===== src/rtl/core/dgr_pkg.sv =====
`timescale 1ns / 1ps

package dgr_pkg;

    // field widths
    localparam int unsigned IeeeW   = 64;
    localparam int unsigned BexpW   = 11;
    localparam int unsigned MantW   = 52;
    localparam int unsigned SigW    = MantW + 1;
    localparam int unsigned HexpW   = 7;
    localparam int unsigned GfracW  = 56;
    localparam int unsigned QuartW  = 10;

    // smallest magnitude pattern that is not flushed to zero (double nearest 1e-77)
    localparam logic [IeeeW-2:0] TINY_LIMIT = 63'h2FF286D80EC190DC;

    // all-ones binary exponent marks infinity or nan
    localparam logic [BexpW-1:0] BEXP_SPECIAL = 11'h7FF;

    // (bexp + 1) / 4 bounds for hex exponents -64 and 63
    localparam logic [QuartW-1:0] QUART_MIN = 10'd191;
    localparam logic [QuartW-1:0] QUART_MAX = 10'd318;

    // item class decided by the front end
    typedef enum logic [1:0] {
        CLS_ZERO = 2'd0,
        CLS_NUM  = 2'd1,
        CLS_ERR  = 2'd2
    } dgr_cls_t;

    // classified item carried from front to back
    typedef struct packed {
        dgr_cls_t          cls;
        logic              sign;
        logic [HexpW-1:0]  hexp;
        logic [1:0]        shift;
        logic [MantW-1:0]  mant;
    } dgr_item_t;

endpackage


===== src/rtl/core/dgr_front.sv =====
`timescale 1ns / 1ps

module dgr_front
    import dgr_pkg::*;
(
    input  logic              clk,
    input  logic              rst_n,
    input  logic              in_valid,
    output logic              in_ready,
    input  logic [IeeeW-1:0]  in_bits,
    output logic              out_valid,
    input  logic              out_ready,
    output dgr_item_t         out_item
);

    logic                valid_reg;
    logic                valid_next;
    dgr_item_t           item_reg;
    dgr_item_t           item_next;
    logic [BexpW-1:0]    bexp;
    logic [BexpW:0]      e1;
    logic [QuartW-1:0]   quart;
    logic [QuartW-1:0]   hexp_wide;
    logic                is_tiny;

    // unpack and estimate the hex exponent
    always_comb
    begin
        bexp      = in_bits[IeeeW-2 -: BexpW];
        e1        = {1'b0, bexp} + {{BexpW{1'b0}}, 1'b1};
        quart     = e1[BexpW:2];
        hexp_wide = quart - QUART_MIN;
        is_tiny   = in_bits[IeeeW-2:0] < TINY_LIMIT;
    end

    // classify
    always_comb
    begin
        item_next.sign  = in_bits[IeeeW-1];
        item_next.hexp  = hexp_wide[HexpW-1:0];
        item_next.shift = e1[1:0];
        item_next.mant  = in_bits[MantW-1:0];
        if (bexp == BEXP_SPECIAL)
        begin
            item_next.cls = CLS_ERR;
        end
        else if (is_tiny)
        begin
            item_next.cls = CLS_ZERO;
        end
        else if ((quart > QUART_MAX) || (quart < QUART_MIN))
        begin
            item_next.cls = CLS_ERR;
        end
        else
        begin
            item_next.cls = CLS_NUM;
        end
    end

    // one register stage toward the queue
    assign in_ready   = !valid_reg || out_ready;
    assign valid_next = in_valid || (valid_reg && !out_ready);

    always_ff @(posedge clk or negedge rst_n)
    begin
        if (!rst_n)
        begin
            valid_reg <= 1'b0;
        end
        else if (in_ready)
        begin
            valid_reg <= valid_next;
        end
    end

    always_ff @(posedge clk)
    begin
        if (in_valid && in_ready)
        begin
            item_reg <= item_next;
        end
    end

    assign out_valid = valid_reg;
    assign out_item  = item_reg;

endmodule


===== src/rtl/core/dgr_queue.sv =====
`timescale 1ns / 1ps

module dgr_queue
    import dgr_pkg::*;
(
    input  logic       clk,
    input  logic       rst_n,
    input  logic       in_valid,
    output logic       in_ready,
    input  dgr_item_t  in_item,
    output logic       out_valid,
    input  logic       out_ready,
    output dgr_item_t  out_item,
    output logic       full
);

    dgr_item_t   slot_reg [2];
    logic        wr_ptr_reg;
    logic        wr_ptr_next;
    logic        rd_ptr_reg;
    logic        rd_ptr_next;
    logic [1:0]  count_reg;
    logic [1:0]  count_next;
    logic        push;
    logic        pop;

    // two-entry fifo between front and back
    assign in_ready  = (count_reg != 2'd2);
    assign out_valid = (count_reg != 2'd0);
    assign full      = (count_reg == 2'd2);
    assign push      = in_valid && in_ready;
    assign pop       = out_valid && out_ready;

    always_comb
    begin
        wr_ptr_next = push ? !wr_ptr_reg : wr_ptr_reg;
        rd_ptr_next = pop ? !rd_ptr_reg : rd_ptr_reg;
        count_next  = count_reg;
        if (push && !pop)
        begin
            count_next = count_reg + 2'd1;
        end
        else if (pop && !push)
        begin
            count_next = count_reg - 2'd1;
        end
    end

    always_ff @(posedge clk or negedge rst_n)
    begin
        if (!rst_n)
        begin
            wr_ptr_reg <= 1'b0;
            rd_ptr_reg <= 1'b0;
            count_reg  <= 2'd0;
        end
        else
        begin
            wr_ptr_reg <= wr_ptr_next;
            rd_ptr_reg <= rd_ptr_next;
            count_reg  <= count_next;
        end
    end

    always_ff @(posedge clk)
    begin
        if (push)
        begin
            slot_reg[wr_ptr_reg] <= in_item;
        end
    end

    assign out_item = slot_reg[rd_ptr_reg];

endmodule


===== src/rtl/core/dgr_back.sv =====
`timescale 1ns / 1ps

module dgr_back
    import dgr_pkg::*;
(
    input  logic              clk,
    input  logic              rst_n,
    input  logic              in_valid,
    output logic              in_ready,
    input  dgr_item_t         in_item,
    output logic              out_valid,
    input  logic              out_ready,
    output logic [IeeeW-1:0]  out_word,
    output logic              out_err
);

    logic              valid_reg;
    logic [IeeeW-1:0]  word_reg;
    logic [IeeeW-1:0]  word_next;
    logic              err_reg;
    logic              err_next;
    logic [GfracW-1:0] frac;

    // align significand by 0 to 3 bits and repack
    always_comb
    begin
        frac = {{(GfracW - SigW){1'b0}}, 1'b1, in_item.mant} << in_item.shift;
        word_next = '0;
        err_next  = 1'b0;
        case (in_item.cls)
            CLS_NUM:
            begin
                word_next = {in_item.sign, in_item.hexp, frac};
            end
            CLS_ERR:
            begin
                err_next = 1'b1;
            end
            default:
            begin
                word_next = '0;
            end
        endcase
    end

    // output register
    assign in_ready = !valid_reg || out_ready;

    always_ff @(posedge clk or negedge rst_n)
    begin
        if (!rst_n)
        begin
            valid_reg <= 1'b0;
        end
        else if (in_ready)
        begin
            valid_reg <= in_valid;
        end
    end

    always_ff @(posedge clk)
    begin
        if (in_valid && in_ready)
        begin
            word_reg <= word_next;
            err_reg  <= err_next;
        end
    end

    assign out_valid = valid_reg;
    assign out_word  = word_reg;
    assign out_err   = err_reg;

endmodule


===== src/rtl/core/ieee_double_to_gdsii_real_unit.sv =====
`timescale 1ns / 1ps

// Converts the raw bit pattern of an IEEE 754 double into an 8-byte GDSII real
// (sign, 7-bit excess-64 base-16 exponent, 56-bit fraction in [1/16,1)). The
// conversion is exact: the significand is only shifted left by 0 to 3 bits.
// Magnitudes below 1e-77, signed zero and subnormals give an all-zero word;
// infinity, NaN or a hex exponent outside -64..63 give a zero word with the
// error flag (tuser) set. One item is accepted per cycle while s_axis_tready is high;
// each item passes through the classify register, the two-entry queue and the
// output register in that order, and the front end keeps accepting while the
// output stalls until the queue is full.

module ieee_double_to_gdsii_real_unit
    import dgr_pkg::*;
(
    input  logic              clk,
    input  logic              rst_n,
    input  logic              s_axis_tvalid,
    output logic              s_axis_tready,
    input  logic [IeeeW-1:0]  s_axis_tdata,   // ieee_bits
    output logic              m_axis_tvalid,
    input  logic              m_axis_tready,
    output logic [IeeeW-1:0]  m_axis_tdata,   // gdsii_word
    output logic [0:0]        m_axis_tuser    // range_error
);

    logic       f_valid;
    logic       f_ready;
    dgr_item_t  f_item;
    logic       q_valid;
    logic       q_ready;
    dgr_item_t  q_item;
    logic       q_full;
    logic       b_err;

    // classify front end
    dgr_front u_front (
        .clk       (clk),
        .rst_n     (rst_n),
        .in_valid  (s_axis_tvalid),
        .in_ready  (s_axis_tready),
        .in_bits   (s_axis_tdata),
        .out_valid (f_valid),
        .out_ready (f_ready),
        .out_item  (f_item)
    );

    // decoupling queue
    dgr_queue u_queue (
        .clk       (clk),
        .rst_n     (rst_n),
        .in_valid  (f_valid),
        .in_ready  (f_ready),
        .in_item   (f_item),
        .out_valid (q_valid),
        .out_ready (q_ready),
        .out_item  (q_item),
        .full      (q_full)
    );

    // pack back end
    dgr_back u_back (
        .clk       (clk),
        .rst_n     (rst_n),
        .in_valid  (q_valid),
        .in_ready  (q_ready),
        .in_item   (q_item),
        .out_valid (m_axis_tvalid),
        .out_ready (m_axis_tready),
        .out_word  (m_axis_tdata),
        .out_err   (b_err)
    );

    assign m_axis_tuser = b_err;

`ifndef SYNTHESIS
    // an error result always carries a zero word
    assert property (@(posedge clk) disable iff (!rst_n)
        (m_axis_tvalid && m_axis_tuser[0]) |-> (m_axis_tdata == '0))
    else $error("error result with nonzero word");

    // a nonzero word has a normalized fraction
    assert property (@(posedge clk) disable iff (!rst_n)
        (m_axis_tvalid && (m_axis_tdata != '0)) |-> (m_axis_tdata[55:52] != 4'd0))
    else $error("fraction not normalized");

    // a full queue means the back end is stalled by the output
    assert property (@(posedge clk) disable iff (!rst_n)
        q_full |-> (m_axis_tvalid && $past(m_axis_tvalid)))
    else $error("queue full while output idle");
`endif

endmodule

===== config.mk =====
export PLATFORM = sky130hd
export DESIGN_NAME = ieee_double_to_gdsii_real_unit
export DESIGN_NICKNAME = d
export VERILOG_FILES = /design/src/rtl/core/dgr_pkg.sv /design/src/rtl/core/dgr_front.sv /design/src/rtl/core/dgr_queue.sv /design/src/rtl/core/dgr_back.sv /design/src/rtl/core/ieee_double_to_gdsii_real_unit.sv
export SDC_FILE = /design/constraint.sdc
export NUM_CORES = 1
export LEC_CHECK = 0
export BUFFER_PORTS_ARGS = -buffer_cell sky130_fd_sc_hd__buf_2
export CAP_MARGIN = 0
export CORE_MARGIN = 2
export CORE_UTILIZATION = 42
export CTS_CLUSTER_DIAMETER = 40
export DETAILED_ROUTE_END_ITERATION = 7
export GPL_TIMING_DRIVEN = 0
export PLACE_DENSITY = 0.57
export SYNTH_ARGS = -nofsm -noshare
export SYNTH_HDL_FRONTEND = slang
export SYNTH_SLANG_ARGS = --single-unit

===== constraint.sdc =====
create_clock -name clk -period 11.6 [get_ports clk]
set_clock_uncertainty 0.1 [all_clocks]
set_input_delay 0.58 -clock clk [delete_from_list [all_inputs] [get_ports clk]]
set_output_delay 0.58 -clock clk [all_outputs]
set_load 0.1 [all_outputs]

### Word level (Yosys, flattened, before mapping)

Memory sizes are Yosys's and may differ from the RTL's.
Index checks and enable logic that the tools add are counted.

* output and inout bits: 67
* logic and storage cells: 53
* memory bits (writable): 128
* memories kept: 1
* register bits: 135

* equal/unequal tests: 4
* multiplexer cells: 7
* magnitude comparators: 3
* $add $sub $neg: 4
* shift-type cells: 1
* reductions and logical operators: 20

Memories
* u_queue.slot_reg: words 2, width 64, rd ports 1, clocked after Yosys merged registers in 0, wr ports 1, line dgr_queue.sv:17 `dgr_item_t slot_reg [2];`

Operators by type and width (number)
* $lt A63 B62 Y1 const B: 1
* $shl A53 B2 Y56: 1
* $add A11 B1 Y12 const B: 1
* $eq A11 B11 Y1 const B: 1
* $gt A10 B9 Y1 const B: 1
* $lt A10 B8 Y1 const B: 1
* $mux W2: 4
* $logic_not A1 Y1: 7
* $sub A7 B6 Y7 const B: 1
* $logic_and A1 B1 Y1: 6
* $logic_or A1 B1 Y1: 4
* $reduce_bool A2 Y1: 2
* $mux W1: 3
* $add A2 B1 Y2 const B: 1
* $eq A2 B1 Y1 const B: 1
* $eq A2 B2 Y1 const B: 1
* $ne A2 B2 Y1 const B: 1
* $reduce_or A2 Y1: 1
* $sub A2 B1 Y2 const B: 1

### Longest topological paths before layout

Gate-level depths: netlist of the first run.

* word-level depth: 6
* depth in mapped cells: 9

### Modules after synthesis

Synthesis of the first run repeated with hierarchy kept, for this count alone.

* cell total of the unflattened synthesis: 609
* area total of the unflattened synthesis: 10810.4 um^2

Modules (own cells, without submodules)
* dgr_queue: area an instance 5022.3 um^2, times used 1, sequential area each 3943.8 um^2, cells an instance 218
* dgr_back: area an instance 3140.5 um^2, times used 1, sequential area each 1976.9 um^2, cells an instance 220
* dgr_front: area an instance 2647.5 um^2, times used 1, sequential area each 1946.9 um^2, cells an instance 171

### Worst setup path before layout of the first run

OpenSTA, ideal clock, no wires.

* kind: register to register
* start point: register u_queue.count_reg[0]
* end point: memory u_queue.slot_reg[0][0] (netlist name), enable pin
* slack: 7706 ps
* stages on the path, launching flop included: 4
* buffers on the path: 0
* data required time: 11014 ps
* data arrival time: 3308 ps
* library setup time: 486 ps
* path through: dfrtp_1 -> nand2b_1 -> nand2_1 -> nor2_1

* cells in the longest elaborated chain, start to end: 4

RTL lines
* from (decl): line dgr_queue.sv:22 `logic [1:0] count_reg;`
* from (signal assigned): line dgr_queue.sv:61 `count_reg <= count_next;`
* $ne A2 B2 Y1: line dgr_queue.sv:28 `assign in_ready = (count_reg != 2'd2);`
* $logic_and A1 B1 Y1: line dgr_queue.sv:31 `assign push = in_valid && in_ready;`
* $mux W1: line dgr_queue.sv:67 `if (push)`
* $mux W1 (implied by the code): line dgr_queue.sv:69 `slot_reg[wr_ptr_reg] <= in_item;`
* to (decl): line dgr_queue.sv:17

Every way passes these cells.

### Worst setup path in the final report of the first run

* start point: memory u_queue.slot_reg[1][52] (netlist name)
* end point: register u_back.word_reg[41] (netlist: u_back.out_word[41]), data pin

* cells in the longest elaborated chain, start to end: 2

RTL lines
* $mem_v2 Z2 W64
* $shl A53 B2 Y56: line dgr_back.sv:27 `frac = {{(GfracW - SigW){1'b0}}, 1'b1, in_item.mant} << in_item.shift;`
* to (signal assigned): line dgr_back.sv:65 `word_reg <= word_next;`
* to (decl): line dgr_back.sv:18 `logic [IeeeW-1:0] word_reg;`

Every way passes these cells.
A chain may end at the register's enable or synchronous reset.

==> results of run 1 <==
metrics by stage:
stage	std cells	setup WS [ns]	utilization	hold WS, ns	instance area [um2]
global route	1240	8.930	0.5224	0.1267	13230
CTS	1240	9.034	0.5224	0.1311	13230
global placement	1175	6.112	0.4722	0.3156	11960
detailed placement	1178	8.953	0.4752	0.3174	12040
floorplan	715	7.706	-	0.1844	10900
finish	1240	9.069	0.5224	0.1525	13230
repair_timing:
| item | in CTS | in global routing |
|---|---|---|
| hold buffers | 1 | 0 |
| endpoints found under the hold margin | 6 | 0 |
| setup buffers | 0 | 0 |
| setup endpoints to repair | 0 | 0 |
layout make-up:
cell class / instances / share of cell area
sequential: 263 / 0.5947
multi-input combinational: 398 / 0.2136
clock buffer: 39 / 0.07055
timing repair buffer: 134 / 0.05447
tap: 330 / 0.03121
clock inverter: 22 / 0.01901
buffer: 43 / 0.01333
inverter: 11 / 0.003121
final timing paths:
| check | startpoint | cells past startpoint | slack [ns] | end |
|---|---|---|---|---|
| setup / recovery | u_queue.slot_reg[1][52]$_DFFE_PP_ | 5 | 9.07 | u_back.out_word[41]$_SDFFCE_PP0P_ |
| hold / removal | s_axis_tdata[63] | 1 | 0.15 | u_front.out_item[61]$_DFFE_PP_ |
| setup reg to reg | u_queue.slot_reg[1][52]$_DFFE_PP_ | 5 | 9.07 | u_back.out_word[41]$_SDFFCE_PP0P_ |
| hold reg to reg | u_front.out_item[2]$_DFFE_PP_ | 0 | 0.34 | u_queue.slot_reg[0][2]$_DFFE_PP_ |
| max in group asynchronous | rst_n | 2 | 10.90 | u_front.out_valid$_DFFE_PN0N_ |
| min in group asynchronous | rst_n | 2 | 0.35 | u_back.out_valid$_DFFE_PN0N_ |
worst max-delay path, cell delays in order, from the launching register on:
cell	delay [ns]
edfxtp_1	0.32
clkbuf_1	0.38
clkbuf_1	0.54
mux2_2	0.41
a21oi_1	0.30
o22ai_1	0.18
synthesized netlist by cell type, types with 3 or more instances:
cell        n
o22ai_1    49
dfrtp_1     6
nand4_1     7
mux2_2     52
nand3_1     7
nor2b_1     4
inv_1      11
a32o_1      3
nor3_1      5
o21ai_0     6
nand2b_1    7
mux2i_1    60
xor2_1      5
edfxtp_1  257
nor4_1      3
a31oi_1     4
nand2_1    15
a21oi_1    56
ha_1        4
buf_2       9
clkbuf_1   31
nor2_1     72
xnor2_1     9
metal layers:
layer,GRT usage,vias to the layer above,routed length (um)
met5,0,-,0
met1,0.2272,3289,9900
met2,0.3030,195,11880
met4,0.04466,0,449
li1,-,3128,-
met3,0.03347,37,1354
cells by family (layout without fill, tap and decap cells):
group	count (synthesis)	in the layout	synth area share
AND/OR/NAND/NOR	134	134	0.05856
buffers and inverters	54	249	0.01998
adder cells (fa/ha/maj)	4	4	0.004593
XOR/XNOR	14	14	0.01125
multiplexers	112	112	0.1089
flip-flops	263	263	0.7220
AO/OA/AOI/OAI	134	134	0.07475
cell usage in the layout, fill, tap and decap left out, types with 4 or more instances in the layout:
cell       instances
nand2b_1           7
ha_1               4
bufinv_16          4
o21ai_0            6
o22ai_1           49
clkbuf_16         37
clkinv_4           4
mux2_2            52
nor2_1            71
nor2b_1            4
a31oi_1            4
clkinv_1           4
nand4_1            7
a21oi_1           56
nand3_1            7
xnor2_1            9
buf_2            139
mux2i_1           60
xor2_1             5
nor3_1             5
nand2_1           15
edfxtp_1         257
inv_1             10
clkbuf_1          33
dfrtp_1            6
==> results_dict.tcl, run 1 <==
set metrics [dict create \
    async_reset_ff_frac 0.02281 \
    cts_tree "yes" \
    tightestPinTransition_ns 0.9316 \
    avgViaCountPerCell 5.362 \
    multi_input_area_um2 2826 \
    critPathLaunchType "flip-flop" \
    crit_fanout 10 \
    finalCritPeriodShare 0.2182 \
    setup_violations 0 \
    clock-sinks 263 \
    dieArea_um2 27250 \
    yosys.area.top_type "edfxtp_1" \
    h-tree-depth 2 \
    port_buffers 130 \
    initial_core_util 0.4302 \
    max_slew_margin 0.3789 \
    fillers 2102 \
    post_cts_resized 0 \
    nNetsFinal 958 \
    drt_iter0_markers 537 \
    drc_errors 0 \
    ioPinCount 135 \
    max_cap_violations 0 \
    final-hold-violation-count 0 \
    fp-row-count 58 \
    rsz0062_at_grt "false" \
    area_growth_pct 21.41 \
    dpl.hpwl_um 16460 \
    finalMaxSlewViolations 0 \
    path_class "flip-flop to flip-flop" \
    ys_warn_count 0 \
    synth_edf_count 257 \
    gr-usage-all-layers 0.1749 \
    hold_path_class "input pin to flip-flop" \
    vias 6649 \
    status "finished clean" \
    largest_reg_flops 128 \
    grt_pass1_vias 6674 \
    syn_inst 715 \
    clk_path_buf_depth 3 \
    die_w_um 165.1 \
    cp-end-kind "flip-flop" \
    antenna_found_initial 0 \
    place_congestion 0.8714 \
    clk_pin_slew_ns 0.06 \
    syn_area_um2 10900 \
    arrival_ns 2.63 \
    seqCellArea_um2 7868 \
    core_um2 25330 \
    drt_pass1_iterations 5 \
    wire_per_inst_um 19.02 \
    worstPathRequired_ns 11.70 \
    max_freq_mhz 395.1 \
    wl_um 23580 \
    clock_latency_ns 0.51 \
    dieHeight_um 165.1 \
    grt_overflow 0 \
    synthTopCellsByArea "edfxtp_1 71%, mux2i_1 5.5%, mux2_2 5.4%" \
    diodes 0 \
    layout-drive-gt1-share 0.2879 \
    cts_root_buf "clkbuf_16" \
    grt_max_degree 65 \
    avgSynthCellArea_um2 15.24 \
    ys_ff_latch 263 \
    ant_nets 0 \
    yosysUniqueCellTypes 49 \
    postSynthNetCount 787 \
    min_period_ns 2.531 \
    grt_pass1_wl_um 36270 \
    synth_top_area_frac 0.7082 \
    synth_flop_cell "edfxtp_1" \
    synth_seq_area_share 0.7220 \
    cts_buffers 35 \
    setup_tns_ns 0 \
]
Power of run 1 is left out: the tool's default activity adds up to more than one toggle a clock period on the data nets, which glitch-free logic cannot reach.
==> run 2, diff against run 1 <==
--- a/config.mk
+++ b/config.mk
@@ -12,7 +12,7 @@
 export CTS_CLUSTER_DIAMETER = 40
 export DETAILED_ROUTE_END_ITERATION = 7
 export GPL_TIMING_DRIVEN = 0
-export PLACE_DENSITY = 0.57
+export PLACE_DENSITY = 0.59
 export SYNTH_ARGS = -nofsm -noshare
 export SYNTH_HDL_FRONTEND = slang
 export SYNTH_SLANG_ARGS = --single-unit
==> constraint.sdc (replaced) <==
create_clock -name clk -period 2.25 [get_ports clk]
set_clock_uncertainty 0.1 [all_clocks]
set_input_delay 0.1125 -clock clk [delete_from_list [all_inputs] [get_ports clk]]
set_output_delay 0.1125 -clock clk [all_outputs]
set_load 0.1 [all_outputs]
==> results_dict.tcl, run 2 (synthesized netlist as in run 1, its figures left out) <==
set metrics [dict create \
    clock-sinks 263 \
    drt_pass1_iterations 5 \
    cellLeakagePower_nw 5.241 \
    avgViaCountPerCell 5.186 \
    ant_nets 0 \
    cts_buffers 37 \
    area_growth_pct 28.69 \
    antenna_found_initial 0 \
    worstReg2RegEnd "u_back.out_word[43]$_SDFFCE_PP0P_" \
    crit_fanout 10 \
    dpl.hpwl_um 16130 \
    gr-usage-all-layers 0.1776 \
    cp_num_buf_inv 1 \
    port_buffers 130 \
    max_freq_mhz 461.3 \
    clock_latency_ns 0.51 \
    final_cell_mix "257 x edfxtp_1, 137 x buf_2, 71 x nor2_1" \
    drc_errors 0 \
    grt_overflow 0 \
    final-hold-violation-count 0 \
    diodes 0 \
    critPathTopFamily "flip-flops" \
    reg2reg_depth 4 \
    layout-drive-gt1-share 0.3032 \
    max_slew_margin 0.3783 \
    critPathLaunchType "flip-flop" \
    place_congestion 0.8391 \
    largest_reg_flops 128 \
    cp-end-kind "flip-flop" \
    dieArea_um2 27250 \
    ioPinCount 135 \
    hold-path-cell-count 3 \
    wire_per_inst_um 18.19 \
    h-tree-depth 2 \
    path_class "flip-flop to flip-flop" \
    initial_core_util 0.4302 \
    worstPathCellList "clkbuf_2 -> mux2_2 -> a21oi_1 -> o22ai_1" \
    r2r_setup_slack_ns 0.08 \
    vias 6809 \
    worstPathRequired_ns 2.37 \
    wl_um 23880 \
    setup_tns_ns 0 \
    grt_max_degree 65 \
    drt_iter0_markers 469 \
    dieHeight_um 165.1 \
    post-route-util 0.5537 \
    core_um2 25330 \
    fillers 2117 \
    arrival_ns 2.29 \
    finalCritPeriodShare 0.9635 \
    cp_slowest_stage_delay_ns 0.55 \
    setup_violations 0 \
    min-delay-start "s_axis_tdata[56]" \
    hold_path_class "input pin to flip-flop" \
    cts_root_buf "clkbuf_16" \
    holdPathEnd "u_front.out_item[56]$_DFFE_PP_" \
    fp-row-count 58 \
    tightestPinTransition_ns 0.9326 \
    max_cap_violations 0 \
    nNetsFinal 1027 \
    grt_pass1_vias 6858 \
    clk_path_buf_depth 3 \
    finalMaxSlewViolations 0 \
    layout.cells.most_common "edfxtp_1" \
    clk_pin_slew_ns 0.06 \
    status "finished clean" \
    min_period_ns 2.168 \
    cts_tree "yes" \
    r2r-start "u_queue.slot_reg[1][52]$_DFFE_PP_" \
    rsz0062_at_grt "false" \
    slowest_stage "edfxtp_1" \
    peakVddDrop_mv 1.308 \
    power_density_nw_per_um2 1631 \
    die_w_um 165.1 \
    grt_pass1_wl_um 36540 \
]
## run 2: cell types whose count changed in the layout (fill, tap and decap cells not counted), sizes merged
cell,previous run,this run
inv,16,17
buf,145,148
bufinv,4,1
clkinv,10,13
clkbuf,70,71
clkinvlp,3,6
dlygate4sd3,1,66
## run 2: power by group
| group | leakage [nW] | internal (W) | switching [W] |
|---|---|---|---|
| logic | 2.11 | 0.00206 | 0.00713 |
| clock network | 0.590 | 0.00340 | 0.00221 |
| registers | 2.54 | 0.00743 | 0.000631 |
## run 2: cell type report
cell class / instances / area (um2) / area share
clock inverters: 25 / 215.2 / 0.01535
repair buffers: 204 / 1429 / 0.1019
multi-input cells: 398 / 2844 / 0.2028
well taps: 330 / 412.9 / 0.02944
flip-flops and latches: 263 / 7871 / 0.5613
clock buffers: 42 / 1007 / 0.07182
plain buffers: 39 / 191.4 / 0.01365
inverters: 11 / 45.04 / 0.003212
repair inverters: 1 / 7.507 / 0.0005353
## run 2: worst max path at each step
stage / startpoint / to / slack (ns) / cells past startpoint
after floorplan: u_back.out_valid$_DFFE_PN0N_ / u_back.out_err$_DFFE_PP_ / -0.28 / 3
after global placement: u_queue.count_reg[0]$_DFFE_PN0P_ / u_back.out_word[26]$_SDFFCE_PP0P_ / -0.94 / 2
after detailed placement: u_queue.count_reg[0]$_DFFE_PN0P_ / u_back.out_word[26]$_SDFFCE_PP0P_ / -0.43 / 3
after CTS: u_queue.count_reg[0]$_DFFE_PN0P_ / u_back.out_word[42]$_SDFFCE_PP0P_ / 0.0006 / 2
after global routing: u_queue.rd_ptr_reg$_DFFE_PN0P_ / u_back.out_word[58]$_SDFFCE_PP0P_ / 0.02 / 5
final: u_queue.slot_reg[1][52]$_DFFE_PP_ / u_back.out_word[43]$_SDFFCE_PP0P_ / 0.08 / 4
## run 2: per-stage QoR
stage          instances  instance area, um2  setup WS [ns]  power [W]  hold WS [ns]
2_1_floorplan        715               10920        -0.2840    0.01519       -0.2831
3_3_place_gp        1175               11980        -0.9373    0.01701       -0.1506
3_5_place_dp        1179               12070        -0.4288    0.01719       -0.1476
4_1_cts             1314               13990      0.0006422    0.02302       0.04192
5_1_grt             1313               14020        0.02222    0.02390        0.1002
6_report            1313               14020        0.08201    0.02287       0.03583
## run 2: what timing repair did
item | CTS | global route
gates resized for setup | 14 | 19
hold endpoints to repair | 68 | 0
gates cloned | 1 | 0
setup endpoints to repair | 116 | 65
hold buffers | 66 | 0
pin swaps | 0 | 0
setup buffers | 2 | 2
## run 2: tightest hold or removal path: cells and delay by family
kind                      cells  cell delay, ns
buffers and inverters         1            0.17
xor gates and xnor gates      2            0.26
## run 2: per-layer routing
layer / up-vias / wire [um] / global-route usage
li1: 3265 / - / -
met1: 3295 / 10230 / 0.2318
met2: 202 / 11840 / 0.3000
met3: 47 / 1244 / 0.03297
met4: 0 / 571 / 0.06008
met5: - / 0 / 0
Power figures use the tool's default switching activity.
==> run 3, diff against run 2 <==
--- a/config.mk
+++ b/config.mk
@@ -15,4 +15,5 @@
 export PLACE_DENSITY = 0.59
 export SYNTH_ARGS = -nofsm -noshare
 export SYNTH_HDL_FRONTEND = slang
+export SYNTH_HIERARCHICAL = 1
 export SYNTH_SLANG_ARGS = --single-unit
==> results_dict.tcl, run 3 <==
set metrics [dict create \
    vias 6179 \
    seqCellArea_um2 7869 \
    syn_area_um2 10810 \
    cts_root_buf "clkbuf_16" \
    syn_inst 608 \
    clk_pin_slew_ns 0.06 \
    avgViaCountPerCell 5.107 \
    arrival_ns 2.32 \
    drc_errors 0 \
    area_growth_pct 28.22 \
    final_cell_mix "257 x edfxtp_1, 137 x buf_2, 66 x dlygate4sd3_1" \
    fillers 2035 \
    final-hold-violation-count 0 \
    drt_pass1_iterations 4 \
    initial_core_util 0.4279 \
    wl_um 21290 \
    port_buffers 130 \
    hold_path_class "input pin to flip-flop" \
    dpl.hpwl_um 14150 \
    wire_per_inst_um 17.59 \
    layout-drive-gt1-share 0.3614 \
    core_um2 25250 \
    critPathLaunchType "flip-flop" \
    clk_path_buf_depth 3 \
    worstPathRequired_ns 2.38 \
    ys_warn_count 6 \
    ioPinCount 135 \
    cts_tree "yes" \
    h-tree-depth 2 \
    layout.cells.most_common "edfxtp_1" \
    drt_iter0_markers 390 \
    max_freq_mhz 455.4 \
    place_congestion 0.8969 \
    largest_reg_flops 128 \
    gr-usage-all-layers 0.1552 \
    max_cap_violations 0 \
    cp-end-kind "flip-flop" \
    postSynthNetCount 680 \
    finalMaxSlewViolations 0 \
    antenna_found_initial 0 \
    ant_nets 0 \
    cts_buffers 34 \
    diodes 0 \
    grt_pass1_vias 6293 \
    fp-row-count 58 \
    tightestPinTransition_ns 0.9181 \
    post-route-util 0.5487 \
    min_period_ns 2.196 \
    status "finished clean" \
    grt_pass1_wl_um 32100 \
    dieArea_um2 27030 \
    path_class "flip-flop to flip-flop" \
    crit_fanout 10 \
    finalCritPeriodShare 0.9759 \
    dieHeight_um 164.4 \
    setup_tns_ns 0 \
    clock-sinks 263 \
    max_slew_margin 0.3879 \
    die_w_um 164.4 \
    grt_max_degree 66 \
    setup_violations 0 \
    nNetsFinal 927 \
    grt_overflow 0 \
    clock_latency_ns 0.51 \
    hold_ws_ns 0.02824 \
    multi_input_area_um2 2718 \
    avgSynthCellArea_um2 17.77 \
]
[run 3: routing by layer]
layer | track usage | vias to the layer above | wire (um)
met3 | 0.03139 | 56 | 1204
met5 | 0 | - | 0
li1 | - | 2916 | -
met2 | 0.2668 | 202 | 10560
met1 | 0.1908 | 3005 | 8801
met4 | 0.06719 | 0 | 722
[run 3: path summary, 6_finish.rpt]
path                                                startpoint                                 to  slack [ns]  cells past startpoint
worst min-delay path                          s_axis_tdata[56]     u_front/out_item[56]$_DFFE_PP_        0.03                      3
min in group asynchronous                                rst_n   u_queue/count_reg[1]$_DFFE_PN0P_        0.46                      3
worst max register to register  u_queue/rd_ptr_reg$_DFFE_PN0P_  u_back/out_word[43]$_SDFFCE_PP0P_        0.05                      6
worst max-delay path            u_queue/rd_ptr_reg$_DFFE_PN0P_  u_back/out_word[43]$_SDFFCE_PP0P_        0.05                      6
max in group asynchronous                                rst_n     u_queue/rd_ptr_reg$_DFFE_PN0P_        1.35                      3
worst min register to register   u_front/out_item[0]$_DFFE_PP_   u_queue/slot_reg[0][0]$_DFFE_PP_        0.34                      0
[run 3: per-stage QoR]
stage	setup slack (ns)	instances	instance area (um2)
floorplan	0.1296	608	10820
global placement	-0.4419	1068	11890
detailed placement	-0.4711	1070	11930
CTS	0.01355	1196	13710
global route	-0.03901	1210	13860
finish	0.05425	1210	13860
[run 3: repair_timing]
item                                   in CTS  in global routing
resized for setup                          10                 10
hold buffers                               66                  0
setup buffers                               0                 14
setup endpoints to repair                  49                 45
endpoints found under the hold margin      69                  0
cloned                                      0                  1
pin swaps                                   0                  1
[run 3: layout make-up]
type,instances,area share
Buffer,30,0.01896
Clock buffer,36,0.06348
Clock inverter,25,0.01634
Inverter,7,0.001896
Multi-Input combinational cell,306,0.1961
Sequential cell,263,0.5679
Tap cell,330,0.02980
Timing Repair Buffer,213,0.1055
[run 3: critical path, cell delays in order (launching register included)]
cell     delay [ns]
dfrtp_2        0.44
buf_6          0.15
mux2_2         0.36
buf_6          0.20
buf_6          0.20
mux2i_2        0.30
o22ai_1        0.15
Power of run 3 is left out for the same reason.
